==> config.mk <==
export PLATFORM = sky130hd
export DESIGN_NAME = button_long_press_level_detector
export DESIGN_NICKNAME = d
export VERILOG_FILES = /design/src/rtl/blpld_pkg.sv /design/src/rtl/blpld_track.sv /design/src/rtl/button_long_press_level_detector.sv
export SDC_FILE = /design/constraint.sdc
export NUM_CORES = 1
export LEC_CHECK = 0
export BUFFER_PORTS_ARGS = -buffer_cell sky130_fd_sc_hd__buf_2
export CAP_MARGIN = 15
export CORE_MARGIN = 2
export CORE_UTILIZATION = 50
export DETAILED_ROUTE_END_ITERATION = 12
export PLACE_DENSITY = 0.78
export SYNTH_ARGS = -nofsm -noshare
export SYNTH_HDL_FRONTEND = slang
export SYNTH_SLANG_ARGS = --single-unit
==> constraint.sdc <==
create_clock -name clk -period 8.3 [get_ports clk]
set_input_delay 0.415 -clock clk [delete_from_list [all_inputs] [get_ports clk]]
set_output_delay 0.415 -clock clk [all_outputs]
set_load 0.01 [all_outputs]
==> src/rtl/blpld_pkg.sv <==
// ----------------------------------------------------------------------------
// blpld_pkg
// Shared constants, register codes and bundle types for the long-press level
// detector.
// ----------------------------------------------------------------------------
package blpld_pkg;

	localparam int LEVELS      = 5;
	localparam int COUNT_WIDTH = 24;

	localparam int NUM_THRESH = 5;
	localparam int THR_W      = 24;
	localparam int DUR_W      = 24;
	localparam int GAP_W      = 16;
	localparam int CFG_W      = 24;
	localparam int IDX_W      = 3;
	localparam int THR_SEL_W  = $clog2(NUM_THRESH);
	localparam int USED_MAX   = (LEVELS < NUM_THRESH) ? LEVELS : NUM_THRESH;
	localparam int LVL_W      = $clog2(NUM_THRESH + 1);

	localparam int WIDE_W   = ((COUNT_WIDTH > DUR_W) ? COUNT_WIDTH : DUR_W) + 1;
	localparam int CAP_BITS = (COUNT_WIDTH < DUR_W) ? COUNT_WIDTH : DUR_W;
	localparam logic [WIDE_W-1:0] DUR_CAP = (WIDE_W'(1) << CAP_BITS) - WIDE_W'(1);

	localparam int IN_TDATA_W  = 8;
	localparam int OUT_TDATA_W = 32;

	typedef enum logic [IDX_W-1:0] {
		IDX_ACTIVE_LEVEL   = 3'd0,
		IDX_LEVEL_COUNT    = 3'd1,
		IDX_THR_ONE        = 3'd2,
		IDX_THR_TWO        = 3'd3,
		IDX_THR_THREE      = 3'd4,
		IDX_THR_FOUR       = 3'd5,
		IDX_THR_FIVE       = 3'd6,
		IDX_ALARM_INTERVAL = 3'd7
	} cfg_idx_t;

	typedef struct packed {
		logic                              active_level;
		logic [LVL_W-1:0]                  level_count;
		logic [NUM_THRESH-1:0][THR_W-1:0]  thr;
		logic [GAP_W-1:0]                  alarm_interval;
	} cfg_t;

	typedef struct packed {
		logic              long_beep;
		logic              short_beep;
		logic              max_reached;
		logic [LVL_W-1:0]  press_level;
		logic [DUR_W-1:0]  press_duration;
		logic              released;
		logic              pressed;
	} res_t;

endpackage

==> src/rtl/blpld_track.sv <==
// ----------------------------------------------------------------------------
// blpld_track
// Press tracking state: edge handling, elapsed count, level and max flag,
// release duration, and beep requests for one sample per step.
// ----------------------------------------------------------------------------
module blpld_track (
	input  logic           clk,
	input  logic           arst_n,
	input  logic           step,
	input  logic           pin,
	input  blpld_pkg::cfg_t cfg,
	output blpld_pkg::res_t res
);
	import blpld_pkg::*;

	logic                   held_q, held_d;
	logic                   timing_q, timing_d;
	logic [COUNT_WIDTH-1:0] elapsed_q, elapsed_d;
	logic [LVL_W-1:0]       level_q, level_d;
	logic                   max_q, max_d;
	logic [LVL_W-1:0]       announced_q, announced_d;
	logic [GAP_W-1:0]       gap_q, gap_d;

	logic                   pressed;
	logic                   released;
	logic                   upd;
	logic                   sbeep;
	logic                   lbeep;
	logic [GAP_W-1:0]       gap_inc;
	logic [LVL_W-1:0]       used;
	logic [LVL_W-1:0]       found;
	logic [WIDE_W-1:0]      dur_w;
	logic [DUR_W-1:0]       dur;

	assign pressed = (pin == cfg.active_level);
	assign gap_inc = (&gap_q) ? gap_q : gap_q + GAP_W'(1);
	assign used    = (cfg.level_count > LVL_W'(USED_MAX)) ? LVL_W'(USED_MAX)
	                                                        : cfg.level_count;
	assign dur_w   = WIDE_W'(elapsed_q) + WIDE_W'(1);

	always_comb begin
		held_d      = held_q;
		timing_d    = timing_q;
		elapsed_d   = elapsed_q;
		level_d     = level_q;
		max_d       = max_q;
		announced_d = announced_q;
		gap_d       = gap_inc;
		released    = 1'b0;
		dur         = '0;
		upd         = 1'b1;
		sbeep       = 1'b0;
		lbeep       = 1'b0;

		if (pressed && !held_q) begin
			held_d    = 1'b1;
			timing_d  = 1'b1;
			elapsed_d = '0;
			level_d   = '0;
			max_d     = 1'b0;
		end else if (pressed && held_q) begin
			if (timing_q && !(&elapsed_q))
				elapsed_d = elapsed_q + COUNT_WIDTH'(1);
		end else if (!pressed && held_q) begin
			held_d = 1'b0;
			if (timing_q) begin
				dur      = (dur_w > DUR_CAP) ? DUR_W'(DUR_CAP) : DUR_W'(dur_w);
				released = 1'b1;
				timing_d = 1'b0;
				upd      = 1'b0;
			end
		end

		found = '0;
		for (int i = 1; i <= USED_MAX; i++) begin
			if ((LVL_W'(i) <= used) && (WIDE_W'(elapsed_d) >= WIDE_W'(cfg.thr[i-1])))
				found = LVL_W'(i);
		end

		if (upd && held_d && timing_d) begin
			if (found > level_d)
				level_d = found;
			if (level_d == used)
				max_d = 1'b1;
		end

		if (held_d) begin
			if (level_d != '0) begin
				if (level_d != announced_q) begin
					sbeep       = 1'b1;
					announced_d = level_d;
				end
				if (max_d && (gap_inc >= cfg.alarm_interval)) begin
					lbeep = 1'b1;
					gap_d = '0;
				end
			end
		end else begin
			announced_d = '0;
		end
	end

	always_ff @(posedge clk or negedge arst_n) begin
		if (!arst_n) begin
			held_q      <= 1'b0;
			timing_q    <= 1'b0;
			elapsed_q   <= '0;
			level_q     <= '0;
			max_q       <= 1'b0;
			announced_q <= '0;
			gap_q       <= '1;
		end else if (step) begin
			held_q      <= held_d;
			timing_q    <= timing_d;
			elapsed_q   <= elapsed_d;
			level_q     <= level_d;
			max_q       <= max_d;
			announced_q <= announced_d;
			gap_q       <= gap_d;
		end
	end

	assign res.pressed        = pressed;
	assign res.released       = released;
	assign res.press_duration = dur;
	assign res.press_level    = level_d;
	assign res.max_reached    = max_d;
	assign res.short_beep     = sbeep;
	assign res.long_beep      = lbeep;

endmodule

==> src/rtl/button_long_press_level_detector.sv <==
// ----------------------------------------------------------------------------
// button_long_press_level_detector
// Button long-press level detector, one pin sample per beat.
//
// Each input beat carries one pin sample (one millisecond tick) and produces
// exactly one result beat. The block takes one beat per clock cycle while the
// result side does not stall. Each sample is held in the input register, runs
// through the press-tracking logic and is held in the result register, from
// which it is presented. A stalled result holds in the result register while
// the input register still takes one more beat. The user must write the
// configuration registers through cfg_we/cfg_index/cfg_wdata only while no
// beat is in flight; the block itself does not enforce this.
// ----------------------------------------------------------------------------
module button_long_press_level_detector (
	input  logic                                 clk,
	input  logic                                 arst_n,
	input  logic                                 s_tvalid,
	output logic                                 s_tready,
	input  logic [blpld_pkg::IN_TDATA_W-1:0]     s_tdata,  // [0] pin_level
	output logic                                 m_tvalid,
	input  logic                                 m_tready,
	// [0] pressed, [1] released, [25:2] press_duration, [28:26] press_level,
	// [29] max_reached, [30] short_beep, [31] long_beep
	output logic [blpld_pkg::OUT_TDATA_W-1:0]    m_tdata,
	input  logic                                 cfg_we,
	input  logic [blpld_pkg::IDX_W-1:0]          cfg_index,
	input  logic [blpld_pkg::CFG_W-1:0]          cfg_wdata
);
	import blpld_pkg::*;

	cfg_t                 cfg_q;
	logic                 vld_s1;
	logic                 pin_s1;
	logic                 vld_s2;
	res_t                 res_s2;
	res_t                 track_res;
	logic                 adv;
	logic                 step;
	logic [THR_SEL_W-1:0] thr_sel;

	assign adv      = !vld_s2 || m_tready;
	assign s_tready = !vld_s1 || adv;
	assign step     = vld_s1 && adv;
	assign thr_sel  = THR_SEL_W'(cfg_index - IDX_THR_ONE);

	always_ff @(posedge clk or negedge arst_n) begin
		if (!arst_n) begin
			cfg_q.active_level   <= 1'b0;
			cfg_q.level_count    <= LVL_W'(5);
			cfg_q.thr[0]         <= THR_W'(50);
			cfg_q.thr[1]         <= THR_W'(1000);
			cfg_q.thr[2]         <= THR_W'(2000);
			cfg_q.thr[3]         <= THR_W'(5000);
			cfg_q.thr[4]         <= THR_W'(10000);
			cfg_q.alarm_interval <= GAP_W'(2000);
		end else if (cfg_we) begin
			unique case (cfg_idx_t'(cfg_index))
				IDX_ACTIVE_LEVEL:   cfg_q.active_level   <= cfg_wdata[0];
				IDX_LEVEL_COUNT:    cfg_q.level_count    <= cfg_wdata[LVL_W-1:0];
				IDX_THR_ONE, IDX_THR_TWO, IDX_THR_THREE, IDX_THR_FOUR,
				IDX_THR_FIVE:       cfg_q.thr[thr_sel]   <= cfg_wdata[THR_W-1:0];
				IDX_ALARM_INTERVAL: cfg_q.alarm_interval <= cfg_wdata[GAP_W-1:0];
				default: ;
			endcase
		end
	end

	always_ff @(posedge clk or negedge arst_n) begin
		if (!arst_n) begin
			vld_s1 <= 1'b0;
			vld_s2 <= 1'b0;
		end else begin
			if (s_tready)
				vld_s1 <= s_tvalid;
			if (adv)
				vld_s2 <= vld_s1;
		end
	end

	always_ff @(posedge clk) begin
		if (s_tvalid && s_tready)
			pin_s1 <= s_tdata[0];
		if (step)
			res_s2 <= track_res;
	end

	blpld_track u_track (
		.clk    (clk),
		.arst_n (arst_n),
		.step   (step),
		.pin    (pin_s1),
		.cfg    (cfg_q),
		.res    (track_res)
	);

	assign m_tvalid = vld_s2;
	assign m_tdata  = {res_s2.long_beep, res_s2.short_beep, res_s2.max_reached,
	                   res_s2.press_level, res_s2.press_duration, res_s2.released,
	                   res_s2.pressed};

	a_rel_not_pressed: assert property (@(posedge clk) disable iff (!arst_n)
		(vld_s2 && res_s2.released) |-> !res_s2.pressed)
		else $error("release reported while pressed");

	a_long_needs_max: assert property (@(posedge clk) disable iff (!arst_n)
		(vld_s2 && res_s2.long_beep) |-> (res_s2.max_reached && res_s2.pressed))
		else $error("long beep without max level held");

	a_short_needs_level: assert property (@(posedge clk) disable iff (!arst_n)
		(vld_s2 && res_s2.short_beep) |-> (res_s2.press_level != '0))
		else $error("short beep at level zero");

	a_dur_only_on_release: assert property (@(posedge clk) disable iff (!arst_n)
		(vld_s2 && !res_s2.released) |-> (res_s2.press_duration == '0))
		else $error("duration without release");

	a_no_overrun: assert property (@(posedge clk) disable iff (!arst_n)
		(vld_s1 && vld_s2 && !m_tready) |-> !s_tready)
		else $error("input taken while both stages are full");

endmodule

==> results.yml, run 1 <==
outcome:
  outcome: "finished, violations left"
  failed_checks: "negative hold slack"
clock_network:
  htree_num_levels: 1
  clockRootBuffer: "clkbuf_16"
  post-cts-setup-buffers: 0
  clkTransAtPathRegs_ns: 0.06
  cts_tree: "built"
  clk_latency_ns: 0.53
  clock_sinks: 224
  cts_max_path_buffers: 3
  cts_buffers: 25
floorplan:
  initial_core_util: 0.509
  coreArea_mm2: 0.0270
  dieArea_mm2: 0.0288
  ios: 74
  num_rows: 60
  fp.dieH_um: 170
  die_w_um: 170
finish:
  fin_util: 0.568
  nNetsFinal: 1607
  num-fill-cells: 2208
  syn_to_final_growth_pct: 11.7
  antennaDiodeCount: 0
  fin_area_mm2: 0.0153
  fin_cells: 1787
  drive_gt1_frac: 0.234
logic_synthesis:
  avgSynthCellArea_um2: 10.1
  synth.yosys.warnings: 0
  synth_seq_cells: 224
  syn_nets: 1539
  synth_cell_type_count: 75
  syn-cell-area_mm2: 0.0137
  syn_inst: 1359
  synth-edff-count: 33
  async_flop_share: 0.853
  synth_ff_type: "dfrtp_1"
  yosysSeqAreaShare: 0.425
placement:
  dp_hpwl_um: 23000
  pre_cts_slack_ns: 0.519
  placed_cells: 1739
  portBuffers: 66
  placed_area_mm2: 0.0144
  routabilityCongestion: 0.881
critical_path:
  crit_type: "flop to flop"
  startpoint: "u_track.elapsed_q[0]"
  r2r_end: "u_track.gap_q[9]"
  rr_startpoint: "u_track.elapsed_q[0]"
  cp_slowest_cell: "dfrtp_1"
  cp_data_arrival_time_ns: 8.15
  setup.worst_path.start_class: "flop"
  crit_fanout: 11
  r2r_setup_slack_ns: 0.60
  cp_slowest_stage_delay_ns: 0.49
  required_ns: 8.75
  path_buf_inv: 1
  rr_worst_depth: 31
  crit_family: "simple AND/OR/NAND/NOR gates"
  path_common_cell: "nor2_1"
  worstSetupEndpointType: "flop"
global_routing:
  grt_pass1_wl_um: 51900
  grt_max_degree: 110
  grt_overflow_total: 0
  first_global_vias: 10100
  grt_usage: 0.226
  antenna_found_initial: 0
route:
  drt_iter0_markers: 731
  drt-total-wl_um: 31800
  routedWlPerCell_um: 17.8
  drc_errors: 0
  antenna_left: 0
  viasPerCell: 5.73
  vias: 10200
  drt-pass1-iter-count: 5
timing:
  maxSlewViolCount: 0
  rsz0062_at_grt: "false"
  tightestPinTransition_ns: 1.06
  fmax_mhz: 130
  slew_headroom: 0.290
  fin_crit_ns: 7.70
  hold_slack_ns: -0.0180
  fin_crit_sh: 0.928
  setup_tns_ns: 0
  skew_ns: 0.0171
  setup_viol: 0
  hold_viol: 21
  worst_slack_ns: 0.600
pwr:
  power_density_mw_per_mm2: 232
  irDropWorstVdd_mv: 0.167
  power.leakage_nw: 7.25
  finalPower_mw: 3.55
hold_path:
  hold_path.class: "input port to asynchronous set/reset pin"
flow_run:
  cap_violations: 0
-- worst reg2reg max path: cells and delay by family (launching register included) --
family / cells / cell delay (ns)
compound gates: 14 / 3.11
fa+ha+maj: 2 / 0.55
buf+inv: 1 / 0.26
flops: 1 / 0.49
simple gates: 14 / 3.20
-- worst max-delay path by stage --
| stage | end | slack [ns] | cells after the start |
|---|---|---|---|
| finish | u_track.gap_q[9] | 0.60 | 31 |
| global route | u_track.gap_q[9] | 0.01 | 31 |
| CTS | u_track.gap_q[6] | 0.47 | 32 |
| detailed placement | u_track.gap_q[9] | 0.52 | 32 |
| global placement | u_track.gap_q[10] | 0.72 | 31 |
| floorplan | u_track.gap_q[7] | 1.39 | 32 |
-- layer usage --
layer	GRT usage	routed length, um	up-vias	share of wire
met4	0.0769	939	0	0.030
met1	0.310	14500	4979	0.46
met2	0.373	14800	263	0.46
met5	0	0	-	0
li1	-	-	4934	-
met3	0.0252	1540	68	0.048
-- logic make-up after synthesis --
group,Yosys count,share of synthesized area
mux,150,0.123
flops,224,0.425
simple gates,358,0.121
xor+xnor,43,0.0275
compound gates,255,0.123
fa+ha+maj,140,0.128
buf+inv,189,0.0527
-- cell usage in the layout, fill, tap and decap left out, types with 25 or more instances in the layout --
cell type	Yosys	routed
dfstp_2	49	49
dfrtp_1	142	142
inv_1	141	141
buf_2	6	65
mux2_2	142	142
o21ai_0	62	62
ha_1	140	140
edfxtp_1	33	33
nand2_1	158	157
a21oi_1	73	73
nor2_1	67	66
clkbuf_16	0	25
-- flip-flops by register name, summed over array words and instances, names as in the netlist --
register	count
vld_s1	1
u_track.held_q	1
u_track.timing_q	1
u_track.elapsed_q	24
u_track.max_q	1
cfg_q	140
u_track.announced_q	3
u_track.level_q	3
pin_s1	1
u_track.gap_q	16
m_tvalid	1
m_tdata	32
-- synthesized netlist by cell type (3+ instances only) --
| cell | instances | share of area |
|---|---|---|
| a2111oi_0 | 4 | 0.0026 |
| a211oi_1 | 17 | 0.0093 |
| a21boi_0 | 3 | 0.0016 |
| a21o_1 | 20 | 0.011 |
| a21oi_1 | 73 | 0.027 |
| a221o_1 | 7 | 0.0051 |
| a22o_1 | 6 | 0.0038 |
| a31oi_1 | 6 | 0.0027 |
| and2_1 | 9 | 0.0041 |
| and3_1 | 8 | 0.0036 |
| and4_1 | 5 | 0.0032 |
| buf_1 | 6 | 0.0016 |
| buf_2 | 6 | 0.0022 |
| clkbuf_1 | 31 | 0.0085 |
| dfrtp_1 | 142 | 0.26 |
| dfstp_2 | 49 | 0.094 |
| edfxtp_1 | 33 | 0.072 |
| ha_1 | 140 | 0.13 |
| inv_1 | 141 | 0.039 |
| mux2_2 | 142 | 0.12 |
| mux2i_1 | 7 | 0.0051 |
| nand2_1 | 158 | 0.043 |
| nand2b_1 | 15 | 0.0068 |
| nand3_1 | 23 | 0.0084 |
| nand3b_1 | 3 | 0.0016 |
| nand4_1 | 17 | 0.0078 |
| nor2_1 | 67 | 0.018 |
| nor2_2 | 3 | 0.0014 |
| nor2b_1 | 8 | 0.0036 |
| nor3_1 | 14 | 0.0051 |
| nor4_1 | 5 | 0.0023 |
| o2111ai_1 | 3 | 0.0019 |
| o211ai_1 | 13 | 0.0071 |
| o21a_1 | 10 | 0.0055 |
| o21ai_0 | 62 | 0.023 |
| or3_1 | 15 | 0.0068 |
| xnor2_1 | 22 | 0.014 |
| xor2_1 | 21 | 0.013 |
-- power by group --
part / total (mW) / internal [mW] / switching [mW] / leakage (nW)
sequential: 1.54 / 1.38 / 0.154 / 2.62
combinational: 0.919 / 0.422 / 0.496 / 4.23
clock: 1.10 / 0.653 / 0.446 / 0.401
-- final cells by class --
type | count | area, um^2 | area share
clock inverters | 17 | 160 | 0.0105
flip-flops and latches | 224 | 5830 | 0.381
repair buffers | 87 | 537 | 0.0350
multi-input cells | 946 | 7180 | 0.468
clock buffers | 29 | 651 | 0.0425
inverters | 143 | 537 | 0.0350
well taps | 341 | 427 | 0.0279
-- timing repair --
| item | in CTS | in global routing |
|---|---|---|
| hold buffers | 0 | 0 |
| endpoints found under the setup margin | 0 | 15 |
| resized for setup | 0 | 4 |
No activity file was read; power rests on OpenSTA's default activity.
==> run 2, diff against run 1 <==
- CORE_UTILIZATION: 50 -> 62
- PLACE_DENSITY: 0.78 -> 0.92
==> run 2 against run 1 <==
The flow now finishes without violations. Utilization rose by 14 points. First-iteration DRC count rose by 61%. Largest cell class unchanged. Cell count fell by 3.4%. Maximum frequency fell by 3.4%. Die area fell by 19%. Worst hold slack improved by 0.088 ns. Combinational power rose by 6.9%. Critical path depth fell by 1. Clock power rose by 8%. Clock skew fell by 0.0056 ns. Sequential cell count did not move. Critical endpoint is now u_track.gap_q[0]. Critical path type unchanged. Non-clock buffer count rose by 2.
==> results.yml, run 2 (synthesis results as in run 1) <==
pwr:
  irDropWorstVdd_mv: 0.165
  power_density_mw_per_mm2: 243
  switching_share: 0.320
  p_sw_mw: 1.19
  p_int_mw: 2.54
  power_frac_comb: 0.263
  seq_power_share: 0.417
  power.leakage_nw: 7.30
  power_frac_clock: 0.319
floorplan:
  initial_core_util: 0.631
  die_w_um: 153
  fp.dieH_um: 153
  dieArea_mm2: 0.0233
  num_rows: 54
  ios: 74
  coreArea_mm2: 0.0218
finish:
  drive_gt1_frac: 0.239
  largest_reg_flops: 140
  layout_commonest_cell: "nand2_1"
  fin_area_mm2: 0.0153
  syn_to_final_growth_pct: 11.8
  layout_common_cells: "157 x nand2_1, 142 x mux2_2, 142 x dfrtp_1, 141 x inv_1, 140 x ha_1"
  antennaDiodeCount: 0
  largest_register: "cfg_q"
  num-fill-cells: 1389
  nNetsFinal: 1609
timing:
  hold_viol: 0
  fin_crit_ns: 7.97
  tightestPinTransition_ns: 1.06
  fmax_mhz: 125
  slew_headroom: 0.288
  hold_slack_ns: 0.0702
  maxSlewViolCount: 0
  skew_ns: 0.0116
  rsz0062_at_grt: "false"
  setup_tns_ns: 0
  fin_crit_sh: 0.960
  setup_viol: 0
flow_run:
  cap_violations: 0
outcome:
  outcome: "completed"
critical_path:
  crit_fanout: 24
  required_ns: 8.77
  cp_slowest_stage_delay_ns: 0.72
  worstSetupEndpointType: "flop"
  cp_data_arrival_time_ns: 8.43
  crit_type: "flop to flop"
  crit_family: "compound AO/OA/AOI/OAI gates"
  cp_slowest_cell: "a21oi_1"
  setup.worst_path.start_class: "flop"
  path_buf_inv: 2
route:
  drc_errors: 0
  viasPerCell: 6.45
  drt-pass1-iter-count: 6
  drt-total-wl_um: 37100
  antenna_left: 0
  drt_iter0_markers: 1180
  vias: 11100
  routedWlPerCell_um: 21.5
global_routing:
  grt_usage: 0.319
  antenna_found_initial: 1
  grt_overflow_total: 0
  grt_max_degree: 113
  grt_pass1_wl_um: 59900
  first_global_vias: 11500
clock_network:
  clock_sinks: 224
  clk_latency_ns: 0.53
  clkTransAtPathRegs_ns: 0.07
  cts_max_path_buffers: 3
  clockRootBuffer: "clkbuf_16"
  cts_buffers: 25
  htree_num_levels: 1
  cts_hold_buf: 0
  cts_tree: "built"
placement:
  placed_area_mm2: 0.0144
  dp_hpwl_um: 24000
  routabilityCongestion: 0.930
  portBuffers: 66
hold_path:
  hold_path.class: "input port to asynchronous set/reset pin"
## run 2: changes by cell type in the layout (fill, tap and decap cells not counted), moves of 2 or more
cell	change
clkinv_1	-5
nor2_2	+2
clkbuf_8	+3
clkinv_2	-3
nor2_1	-2
## run 2: timing repair
| item | 4_1_cts | 5_1_grt |
|---|---|---|
| setup buffers | 0 | 0 |
| setup endpoints to repair | 0 | 13 |
| gates resized for setup | 0 | 6 |
## run 2: cell type report
| cell class | instances | area (um^2) | area share |
|---|---|---|---|
| repair buffers | 89 | 569 | 0.0371 |
| well taps | 280 | 350 | 0.0228 |
| clock buffers | 33 | 706 | 0.0460 |
| clock inverters | 12 | 170 | 0.0111 |
| multi-input cells | 946 | 7180 | 0.468 |
| inverters | 143 | 537 | 0.0350 |
| flip-flops and latches | 224 | 5830 | 0.380 |
## run 2: power by group through the flow
| stage | logic, mW | clock network, mW | registers, mW |
|---|---|---|---|
| after floorplan | 0.678 | 0 | 1.50 |
| after global placement | 0.850 | 0 | 1.53 |
| after detailed placement | 0.920 | 0 | 1.55 |
| after CTS | 0.958 | 1.19 | 1.54 |
| after global routing | 1.08 | 1.24 | 1.58 |
| final | 0.982 | 1.19 | 1.56 |
## run 2: path summary, 6_finish.rpt
path | start | slack, ns | depth (start not counted) | end
setup / recovery | u_track.elapsed_q[0] | 0.33 | 30 | u_track.gap_q[0]
hold / removal | arst_n | 0.07 | 1 | cfg_q[35]
setup reg to reg | u_track.elapsed_q[0] | 0.33 | 30 | u_track.gap_q[0]
hold reg to reg | u_track.level_q[2] | 0.48 | 2 | u_track.level_q[2]
max in group asynchronous | arst_n | 6.63 | 2 | cfg_q[14]
min in group clk | s_tdata[0] | 0.07 | 1 | pin_s1
## run 2: layer usage
metal	global-route usage	share of wire
met1	0.407	0.38
met2	0.531	0.47
met3	0.0592	0.089
met4	0.149	0.057
met5	0	0.00040
## run 2: through the flow
step / instances / power (mW) / utilization / setup WS [ns]
after floorplan: 1359 / 2.18 / - / 1.39
after global placement: 1678 / 2.38 / 0.660 / 0.731
after detailed placement: 1678 / 2.47 / 0.660 / 0.540
after CTS: 1723 / 3.69 / 0.700 / 0.423
after global routing: 1727 / 3.90 / 0.705 / 0.00229
final: 1727 / 3.73 / 0.705 / 0.330
